$ cat src/integer_to_text_formatter_defines.svh
// Assertion macros used by the formatter's sequencer.
`ifndef INTEGER_TO_TEXT_FORMATTER_DEFINES_SVH
`define INTEGER_TO_TEXT_FORMATTER_DEFINES_SVH

// Same-cycle implication, checked on every rising clock edge outside reset.
`define ITF_ASSERT_NOW(label, cond, cons, msg) \
   label: assert property (@(posedge clock) disable iff (reset) (cond) |-> (cons)) \
      else $error(msg);

// Next-cycle implication, checked on every rising clock edge outside reset.
`define ITF_ASSERT_NEXT(label, cond, cons, msg) \
   label: assert property (@(posedge clock) disable iff (reset) (cond) |=> (cons)) \
      else $error(msg);

`endif

$ cat src/itf_pkg.sv
// Package with the formatter's constants, flag positions, types and helper functions.
package itf_pkg;

   localparam int MAX_PAD  = 48;
   localparam int MAX_TEXT = 50;
   localparam int NUM_DIGITS = 32;

   localparam int FL_RIGHT  = 0;
   localparam int FL_PLUS   = 1;
   localparam int FL_SPACE  = 2;
   localparam int FL_PREFIX = 3;
   localparam int FL_ZEROS  = 4;
   localparam int FL_UPPER  = 5;
   localparam int FL_SHORT  = 6;

   localparam logic [1:0] BASE_BIN = 2'd0;
   localparam logic [1:0] BASE_OCT = 2'd1;
   localparam logic [1:0] BASE_DEC = 2'd2;
   localparam logic [1:0] BASE_HEX = 2'd3;

   localparam logic [31:0] RECIP_TEN = 32'hCCCC_CCCD;
   localparam int RECIP_SHIFT = 35;

   localparam logic [7:0] CHAR_ZERO    = 8'h30;
   localparam logic [7:0] CHAR_SPACE   = 8'h20;
   localparam logic [7:0] CHAR_PLUS    = 8'h2B;
   localparam logic [7:0] CHAR_MINUS   = 8'h2D;
   localparam logic [7:0] CHAR_X_UPPER = 8'h58;
   localparam logic [7:0] CHAR_X_LOWER = 8'h78;
   localparam logic [7:0] CHAR_A_UPPER = 8'h41;
   localparam logic [7:0] CHAR_A_LOWER = 8'h61;

   typedef struct packed {
      logic        start;
      logic [31:0] mag;
      logic [1:0]  sel;
   } div_req_type;

   typedef struct packed {
      logic        valid;
      logic [31:0] quot;
      logic [3:0]  rem;
   } div_rsp_type;

   typedef struct packed {
      logic       valid;
      logic [7:0] char_code;
      logic       last;
   } emit_type;

   function automatic logic [7:0] digit_char(input logic [3:0] d, input logic upper);
      logic [7:0] r;
      if (d < 4'd10) begin
         r = CHAR_ZERO + {4'b0, d};
      end else begin
         r = (upper ? CHAR_A_UPPER : CHAR_A_LOWER) + {4'b0, d} - 8'd10;
      end
      return r;
   endfunction

endpackage

$ cat src/itf_div.sv
// Shared digit unit: splits a magnitude into its lowest digit and the remaining quotient.
module itf_div (
   input  logic                clock,
   input  logic                reset,
   input  itf_pkg::div_req_type div_req,
   output itf_pkg::div_rsp_type div_rsp
);

   logic [63:0] prod;
   logic [28:0] qd_ff, qd_in;
   logic [31:0] mag_ff;
   logic [1:0]  sel_ff;
   logic        valid_ff;
   logic [31:0] qdec;
   logic [31:0] qdec_x10;

   assign prod  = {32'b0, div_req.mag} * {32'b0, itf_pkg::RECIP_TEN};
   assign qd_in = prod[63:itf_pkg::RECIP_SHIFT];

   always_ff @(posedge clock) begin
      if (reset) begin
         valid_ff <= 1'b0;
      end else begin
         valid_ff <= div_req.start;
      end
      if (div_req.start) begin
         qd_ff  <= qd_in;
         mag_ff <= div_req.mag;
         sel_ff <= div_req.sel;
      end
   end

   assign qdec     = {3'b0, qd_ff};
   assign qdec_x10 = (qdec << 3) + (qdec << 1);

   always_comb begin
      div_rsp.valid = valid_ff;
      unique case (sel_ff)
         itf_pkg::BASE_BIN: begin
            div_rsp.quot = mag_ff >> 1;
            div_rsp.rem  = {3'b0, mag_ff[0]};
         end
         itf_pkg::BASE_OCT: begin
            div_rsp.quot = mag_ff >> 3;
            div_rsp.rem  = {1'b0, mag_ff[2:0]};
         end
         itf_pkg::BASE_DEC: begin
            div_rsp.quot = qdec;
            div_rsp.rem  = mag_ff[3:0] - qdec_x10[3:0];
         end
         default: begin
            div_rsp.quot = mag_ff >> 4;
            div_rsp.rem  = mag_ff[3:0];
         end
      endcase
   end

endmodule

$ cat src/itf_ctrl.sv
// Sequencer: latches a request, collects digits from the shared unit and emits the text.
`include "integer_to_text_formatter_defines.svh"

module itf_ctrl #(
   parameter int MAX_PAD = itf_pkg::MAX_PAD
) (
   input  logic                 clock,
   input  logic                 reset,
   input  logic                 accept,
   input  logic [31:0]          value,
   input  logic [1:0]           base_select,
   input  logic                 is_signed,
   input  logic [5:0]           pad_width,
   input  logic [6:0]           format_flags,
   output logic                 idle,
   output itf_pkg::div_req_type div_req,
   input  itf_pkg::div_rsp_type div_rsp,
   output itf_pkg::emit_type    emit,
   input  logic                 emit_ready
);

   localparam int PAD_LIMIT_INT = (MAX_PAD < itf_pkg::MAX_TEXT) ? MAX_PAD : itf_pkg::MAX_TEXT;
   localparam logic [5:0] PAD_LIMIT = 6'(PAD_LIMIT_INT);

   localparam logic [1:0] ST_IDLE = 2'd0;
   localparam logic [1:0] ST_CONV = 2'd1;
   localparam logic [1:0] ST_SIZE = 2'd2;
   localparam logic [1:0] ST_EMIT = 2'd3;

   localparam logic [1:0] LAY_RIGHT      = 2'd0;
   localparam logic [1:0] LAY_FILL_FIRST = 2'd1;
   localparam logic [1:0] LAY_ZERO_MID   = 2'd2;

   localparam logic [1:0] SEG_PRE  = 2'd0;
   localparam logic [1:0] SEG_FILL = 2'd1;
   localparam logic [1:0] SEG_DIG  = 2'd2;

   logic [1:0] state_ff, state_in;
   logic [1:0] layout_ff, layout_in;
   logic [1:0] sel_ff, sel_in;
   logic [7:0] fill_char_ff, fill_char_in;
   logic       upper_ff, upper_in;
   logic [5:0] pad_ff, pad_in;
   logic [7:0] pre0_ff, pre0_in;
   logic [7:0] pre1_ff, pre1_in;
   logic [1:0] pre_cnt_ff, pre_cnt_in;
   logic [5:0] fill_cnt_ff, fill_cnt_in;
   logic [5:0] dig_cnt_ff, dig_cnt_in;
   logic [3:0] digit_ff [itf_pkg::NUM_DIGITS];

   logic [31:0] v_masked;
   logic        neg;
   logic [31:0] mag;
   logic [1:0]  sel;
   logic        hex_or_oct;
   logic [5:0]  text_len;
   logic [1:0]  seg;
   logic [5:0]  remaining;
   logic [4:0]  dig_idx;
   logic        take_digit;
   logic        advance;

   assign v_masked   = format_flags[itf_pkg::FL_SHORT] ? {16'b0, value[15:0]} : value;
   assign neg        = is_signed && v_masked[31];
   assign mag        = neg ? (32'd0 - v_masked) : v_masked;
   assign sel        = is_signed ? itf_pkg::BASE_DEC : base_select;
   assign hex_or_oct = (sel == itf_pkg::BASE_OCT) || (sel == itf_pkg::BASE_HEX);

   assign take_digit = (state_ff == ST_CONV) && div_rsp.valid;
   assign idle       = (state_ff == ST_IDLE);
   assign text_len   = {4'b0, pre_cnt_ff} + dig_cnt_ff;
   assign remaining  = {4'b0, pre_cnt_ff} + fill_cnt_ff + dig_cnt_ff;
   assign dig_idx    = 5'(dig_cnt_ff - 6'd1);
   assign advance    = emit.valid && emit_ready;

   always_comb begin
      div_req.start = (idle && accept) || (take_digit && (div_rsp.quot != 32'd0));
      div_req.mag   = idle ? mag : div_rsp.quot;
      div_req.sel   = idle ? sel : sel_ff;
   end

   always_comb begin
      unique case (layout_ff)
         LAY_RIGHT:
            seg = (pre_cnt_ff != 2'd0) ? SEG_PRE : ((dig_cnt_ff != 6'd0) ? SEG_DIG : SEG_FILL);
         LAY_FILL_FIRST:
            seg = (fill_cnt_ff != 6'd0) ? SEG_FILL : ((pre_cnt_ff != 2'd0) ? SEG_PRE : SEG_DIG);
         default:
            seg = (pre_cnt_ff != 2'd0) ? SEG_PRE : ((fill_cnt_ff != 6'd0) ? SEG_FILL : SEG_DIG);
      endcase
   end

   always_comb begin
      emit.valid = (state_ff == ST_EMIT);
      emit.last  = (remaining == 6'd1);
      unique case (seg)
         SEG_PRE:  emit.char_code = pre0_ff;
         SEG_FILL: emit.char_code = fill_char_ff;
         default:  emit.char_code = itf_pkg::digit_char(digit_ff[dig_idx], upper_ff);
      endcase
   end

   always_comb begin
      state_in     = state_ff;
      layout_in    = layout_ff;
      sel_in       = sel_ff;
      fill_char_in = fill_char_ff;
      upper_in     = upper_ff;
      pad_in       = pad_ff;
      pre0_in      = pre0_ff;
      pre1_in      = pre1_ff;
      pre_cnt_in   = pre_cnt_ff;
      fill_cnt_in  = fill_cnt_ff;
      dig_cnt_in   = dig_cnt_ff;
      unique case (state_ff)
         ST_IDLE: begin
            if (accept) begin
               state_in   = ST_CONV;
               sel_in     = sel;
               upper_in   = format_flags[itf_pkg::FL_UPPER];
               pad_in     = (pad_width > PAD_LIMIT) ? PAD_LIMIT : pad_width;
               dig_cnt_in = 6'd0;
               fill_cnt_in = 6'd0;
               if (format_flags[itf_pkg::FL_RIGHT]) begin
                  layout_in = LAY_RIGHT;
               end else if (is_signed || !format_flags[itf_pkg::FL_ZEROS]) begin
                  layout_in = LAY_FILL_FIRST;
               end else begin
                  layout_in = LAY_ZERO_MID;
               end
               fill_char_in = (!format_flags[itf_pkg::FL_RIGHT] && format_flags[itf_pkg::FL_ZEROS])
                              ? itf_pkg::CHAR_ZERO : itf_pkg::CHAR_SPACE;
               pre1_in    = format_flags[itf_pkg::FL_UPPER] ? itf_pkg::CHAR_X_UPPER
                                                            : itf_pkg::CHAR_X_LOWER;
               pre0_in    = itf_pkg::CHAR_ZERO;
               pre_cnt_in = 2'd0;
               if (is_signed) begin
                  if (neg) begin
                     pre0_in    = itf_pkg::CHAR_MINUS;
                     pre_cnt_in = 2'd1;
                  end else if (format_flags[itf_pkg::FL_PLUS]) begin
                     pre0_in    = itf_pkg::CHAR_PLUS;
                     pre_cnt_in = 2'd1;
                  end else if (format_flags[itf_pkg::FL_SPACE]) begin
                     pre0_in    = itf_pkg::CHAR_SPACE;
                     pre_cnt_in = 2'd1;
                  end
               end else if (format_flags[itf_pkg::FL_PREFIX] && (mag != 32'd0) && hex_or_oct) begin
                  pre_cnt_in = (sel == itf_pkg::BASE_HEX) ? 2'd2 : 2'd1;
               end
            end
         end
         ST_CONV: begin
            if (take_digit) begin
               dig_cnt_in = dig_cnt_ff + 6'd1;
               if (div_rsp.quot == 32'd0) begin
                  state_in = ST_SIZE;
               end
            end
         end
         ST_SIZE: begin
            fill_cnt_in = (pad_ff > text_len) ? (pad_ff - text_len) : 6'd0;
            state_in    = ST_EMIT;
         end
         default: begin
            if (advance) begin
               unique case (seg)
                  SEG_PRE: begin
                     pre_cnt_in = pre_cnt_ff - 2'd1;
                     pre0_in    = pre1_ff;
                  end
                  SEG_FILL: fill_cnt_in = fill_cnt_ff - 6'd1;
                  default:  dig_cnt_in  = dig_cnt_ff - 6'd1;
               endcase
               if (emit.last) begin
                  state_in = ST_IDLE;
               end
            end
         end
      endcase
   end

   always_ff @(posedge clock) begin
      if (reset) begin
         state_ff    <= ST_IDLE;
         pre_cnt_ff  <= 2'd0;
         fill_cnt_ff <= 6'd0;
         dig_cnt_ff  <= 6'd0;
      end else begin
         state_ff    <= state_in;
         pre_cnt_ff  <= pre_cnt_in;
         fill_cnt_ff <= fill_cnt_in;
         dig_cnt_ff  <= dig_cnt_in;
      end
      layout_ff    <= layout_in;
      sel_ff       <= sel_in;
      fill_char_ff <= fill_char_in;
      upper_ff     <= upper_in;
      pad_ff       <= pad_in;
      pre0_ff      <= pre0_in;
      pre1_ff      <= pre1_in;
      if (take_digit) begin
         digit_ff[dig_cnt_ff[4:0]] <= div_rsp.rem;
      end
   end

   `ITF_ASSERT_NOW(a_div_only_in_conv, div_rsp.valid, state_ff == ST_CONV,
      "Digit unit returned a result outside conversion.")
   `ITF_ASSERT_NOW(a_emit_has_chars, state_ff == ST_EMIT, remaining != 6'd0,
      "Emitting with no characters left.")
   `ITF_ASSERT_NEXT(a_last_ends_item, advance && emit.last, state_ff == ST_IDLE,
      "Sequencer did not return to idle after the last transfer.")
   `ITF_ASSERT_NOW(a_digit_bound, 1'b1, dig_cnt_ff <= 6'(itf_pkg::NUM_DIGITS),
      "Digit count exceeds the digit buffer.")

endmodule

$ cat src/integer_to_text_formatter.sv
// Top level of the integer to text formatter with its result output register.
//
// Usage: the request channel (req_valid, req_stall and the req_ fields) takes
// one 32-bit value with its base, signed flag, pad width and format flags.
// The block then drives req_stall high until all characters of that value
// have been handed to the output register, so it works on one value at a time.
// The result channel (rsp_valid, rsp_stall, rsp_out_char, rsp_last_char)
// carries one ASCII character per transfer; rsp_last_char marks the final one.
// Conversion: the shared digit unit returns the digits lowest first (1 to 32 digits),
// a sizing state then works out the fill, and the first character follows.
// Characters then leave one per cycle while the receiver does not stall.
// An item has n characters (n at most 48); the block takes no new value
// until its last character has been handed to the output register.
// When the receiver stalls, the current character holds in the output
// register and the sequencer waits. A new request is taken while the last
// character still waits in the output register.
// Reset is synchronous and active high; it empties the output register and
// returns the sequencer to idle.
module integer_to_text_formatter #(
   parameter int MAX_PAD = itf_pkg::MAX_PAD
) (
   input  logic        clock,
   input  logic        reset,
   input  logic        req_valid,
   output logic        req_stall,
   input  logic [31:0] req_value,
   input  logic [1:0]  req_base_select,
   input  logic        req_is_signed,
   input  logic [5:0]  req_pad_width,
   input  logic [6:0]  req_format_flags,
   output logic        rsp_valid,
   input  logic        rsp_stall,
   output logic [7:0]  rsp_out_char,
   output logic        rsp_last_char
);

   itf_pkg::div_req_type div_req;
   itf_pkg::div_rsp_type div_rsp;
   itf_pkg::emit_type    emit;

   logic       idle;
   logic       accept;
   logic       emit_ready;
   logic       rsp_valid_ff, rsp_valid_in;
   logic [7:0] rsp_char_ff;
   logic       rsp_last_ff;

   assign req_stall    = !idle;
   assign accept       = req_valid && idle;
   assign emit_ready   = !rsp_valid_ff || !rsp_stall;
   assign rsp_valid_in = emit.valid || (rsp_valid_ff && rsp_stall);

   itf_div u_div (
      .clock   (clock),
      .reset   (reset),
      .div_req (div_req),
      .div_rsp (div_rsp)
   );

   itf_ctrl #(
      .MAX_PAD (MAX_PAD)
   ) u_ctrl (
      .clock        (clock),
      .reset        (reset),
      .accept       (accept),
      .value        (req_value),
      .base_select  (req_base_select),
      .is_signed    (req_is_signed),
      .pad_width    (req_pad_width),
      .format_flags (req_format_flags),
      .idle         (idle),
      .div_req      (div_req),
      .div_rsp      (div_rsp),
      .emit         (emit),
      .emit_ready   (emit_ready)
   );

   always_ff @(posedge clock) begin
      if (reset) begin
         rsp_valid_ff <= 1'b0;
      end else begin
         rsp_valid_ff <= rsp_valid_in;
      end
      if (emit.valid && emit_ready) begin
         rsp_char_ff <= emit.char_code;
         rsp_last_ff <= emit.last;
      end
   end

   assign rsp_valid     = rsp_valid_ff;
   assign rsp_out_char  = rsp_char_ff;
   assign rsp_last_char = rsp_last_ff;

endmodule

$ cat config.mk
export PLATFORM = sky130hd
export DESIGN_NAME = integer_to_text_formatter
export DESIGN_NICKNAME = d
export VERILOG_FILES = /design/src/itf_pkg.sv /design/src/itf_div.sv /design/src/itf_ctrl.sv /design/src/integer_to_text_formatter.sv
export VERILOG_INCLUDE_DIRS = /design/src /design/src/src
export SDC_FILE = /design/constraint.sdc
export NUM_CORES = 2
export LEC_CHECK = 0
export BUFFER_PORTS_ARGS = -buffer_cell sky130_fd_sc_hd__buf_2
export CORE_MARGIN = 5
export CORE_UTILIZATION = 35
export DETAILED_ROUTE_END_ITERATION = 10
export PLACE_DENSITY = 0.56
export SLEW_MARGIN = 30
export SYNTH_ARGS = -nofsm -noshare
export SYNTH_HDL_FRONTEND = slang
export SYNTH_SLANG_ARGS = --single-unit
$ cat constraint.sdc
create_clock -name clock -period 10.2 [get_ports clock]
set_input_delay 2.04 -clock clock [delete_from_list [all_inputs] [get_ports clock]]
set_output_delay 2.04 -clock clock [all_outputs]
set_load 0.02 [all_outputs]
==> summary.md <==
| Metric | Value |
|---|---|
| DPL Wire Length | 76,650 um |
| Yosys warns | 0 |
| Commonest non-fill, non-tap cell in the layout | inv_1 |
| CTS tree | done |
| Clock Pin Slew Worst Setup and Hold Paths | 0.06 ns |
| FP Rows | 106 |
| Core area | 83,420 um2 |
| Top-area cell type share of the netlist area | 28.65% |
| DRT antenna net count | 0 |
| Yosys reg bits | 237 |
| Gp weighted congestion | 0.9641 |
| Post-synth top flop | edfxtp_1 |
| Number of synthesized flops with an enable pin | 219 |
| Setup violations, final | 0 |
| Die width | 299.6 um |
| Area delta synth->final | 23.67% |
| Mapped Area | 29,350 um2 |
| Synth Net Count | 3,480 |
| Compound-Gate Fraction of Synth Area | 7.384% |
| Setup_tns | 0 ns |
| Sink Count | 237 |
| Asr flop ratio synth | 0% |
| Number of global-route vias before repair | 22,558 |
| Status | complete, no violations |
| Final hold violation count | 0 |
| Detailed Route WL | 88,410 um |
| Full die area | 89,740 um2 |
| WP data required | 10.50 ns |
| Slew @ Worst Pin | 1.003 ns |
| Crit Path Max Fanout | 5 |
| Hold crit path type | flop to flop |
| Minimum clock period | 10.19 ns |
| CP endpoint kind | flop |
| Pin count of the biggest net entering global routing | 65 |
| Starting DRC count in detailed routing | 1,308 |
| Clk buf depth | 3 |
| Adder-Cell Fraction of Synth Area | 44.38% |
| Number of max-cap violations | 0 |
| Initial antenna violation count | 0 |
| Final nets | 4,004 |
| Startpoint class of the critical path | input port |
| Wire per inst | 20.75 um |
| Setup Skew | 0.02456 ns |
| Hold slack | 0.5132 ns |
| Num ports | 63 |
| Buf/Inv on CP | 13 |
| Top post-synthesis cells by area | fa_1, edfxtp_1, ha_1 |
| Most frequent cells in the layout | inv_1, buf_4, fa_1, ha_1, edfxtp_1 |
| Clk root buf | clkbuf_16 |
| 1st-pass router iterations | 5 |
| Register area share after synthesis | 23.64% |
| DP Area | 34,400 um2 |
| Crit path top cell by count | fa_1 |
| Final non-filler cell area | 36,290 um2 |
| TritonCTS buffer count | 26 |
| Yosys top cell by area | fa_1 |
| Die Y | 299.6 um |
| Simple-Gate Fraction of Synth Area | 6.928% |
| Count of buffers from port buffering | 61 |
| Final core utilization | 43.50% |
| Kind of cell adding the most delay to the critical path | adder cells |
| DRC | 0 |
| Largest family of logic cells by synthesized area | adder cells |
| Synth Area in XOR/XNOR | 2.413% |
| Via/cell ratio | 4.919 |
| First-pass GRT wire length | 136,400 um |
| Headroom to the max-slew limit | 32.67% |
| WP data arrival | 10.49 ns |
| Worst path max stage delay | 0.58 ns |
| RSZ-0062 raised after global routing | yes |
| Effective utilization at floorplan | 35.18% |
| Gr usage total | 19.85% |
| Max H-tree Level | 1 |
| Final Cycle Share | 99.86% |
| DR vias | 20,960 |
| Remaining Overflow, GRT | 0 |
| Mux cell area share after synthesis | 5.811% |
| Layout cells sized above 1 | 26.12% |
| Worst Path Class, Setup | input port to flop |
| Unique cell type count in the Yosys netlist | 91 |
| Final slew viol count | 0 |
| Mapped Cells | 2,639 |
| Synth Area per Inst | 11.12 um2 |
| Fmax | 98.18 MHz |
| Clock latency on the worst-skew pair | 0.56 ns |
| CP max-delay cell | fa_2 |
| N_diodes | 0 |
cells in the mapped netlist, types with 28 or more instances:
| master | instances |
|---|---|
| xor2_1 | 30 |
| nand3_1 | 29 |
| xnor2_1 | 49 |
| nor2_1 | 126 |
| fa_1 | 420 |
| clkbuf_1 | 33 |
| mux4_2 | 68 |
| a21o_1 | 28 |
| o21ai_0 | 57 |
| inv_1 | 669 |
| a21oi_1 | 97 |
| edfxtp_1 | 219 |
| ha_1 | 369 |
| nand2_1 | 79 |
through the flow:
| stage | instances | setup WS (ns) |
|---|---|---|
| after floorplan | 2639 | 0.002079 |
| after global placement | 4188 | -0.9280 |
| after detailed placement | 4188 | -0.9489 |
| after CTS | 4248 | 0.003157 |
| after global routing | 4261 | -0.2036 |
| final | 4261 | 0.01431 |
kinds of logic after synthesis:
group | Yosys count
other | 1
AO/OA/AOI/OAI | 323
flip-flops | 237
adder cells (fa/ha/maj) | 789
buffers and inverters | 725
multiplexers | 85
XOR/XNOR | 80
AND/OR/NAND/NOR | 399
state kept, by name, indices dropped and copies added, names as in the netlist, 2 cells and up:
register and cells:
u_div.qd_ff 29, u_ctrl.digit_ff 128, rsp_out_char 7, u_div.sel_ff 2, u_ctrl.pre_cnt_ff 2, u_ctrl.pad_ff 6, u_ctrl.state_ff 2, u_ctrl.sel_ff 2
u_ctrl.fill_cnt_ff 6, u_ctrl.pre0_ff 7, u_ctrl.dig_cnt_ff 6, u_div.mag_ff 32, u_ctrl.layout_ff 2
final timing paths:
kind                      startpoint  slack [ns]               to  cells after the start
setup / recovery        req_value[6]        0.01  u_div.qd_ff[23]                     36
hold / removal             rsp_valid        0.51        rsp_valid                      2
setup reg to reg  u_ctrl.state_ff[0]        1.07  u_div.qd_ff[23]                     28
hold reg to reg            rsp_valid        0.51        rsp_valid                      2
worst register-to-register path: cells and delay by family (launching register included):
family / cells / cell delay [ns]
flip-flops: 1 / 0.34
AO/OA/AOI/OAI: 9 / 1.99
buffers and inverters: 7 / 1.17
AND/OR/NAND/NOR: 2 / 0.63
adder cells (fa/ha/maj): 10 / 4.75
cell type report:
cell class | instances | area, um2
Fill cell | 7875 | 47130
Sequential cell | 237 | 6938
Clock inverter | 19 | 191.4
Inverter | 669 | 2529
Multi-Input combinational cell | 1677 | 20560
Tap cell | 1080 | 1351
Timing Repair Buffer | 552 | 4069
Clock buffer | 27 | 654.4
metal layers:
layer	GRT usage (%)	vias to the layer above	routed length [um]
met5	0	-	0
met4	3.434	0	1482
met3	3.237	79	5402
met2	31.94	548	40540
met1	28.85	10540	40980
li1	-	9793	-
repair_timing:
action                     CTS  global route
setup buffers               14            15
hold buffers                 0             0
gates resized for setup     73            81
gates cloned                 0             0
pin swaps                   33            66
setup endpoints to repair   17            19
Power is not shown: default switching activity piles up to over one toggle a cycle in this logic, so the estimate is an artifact.
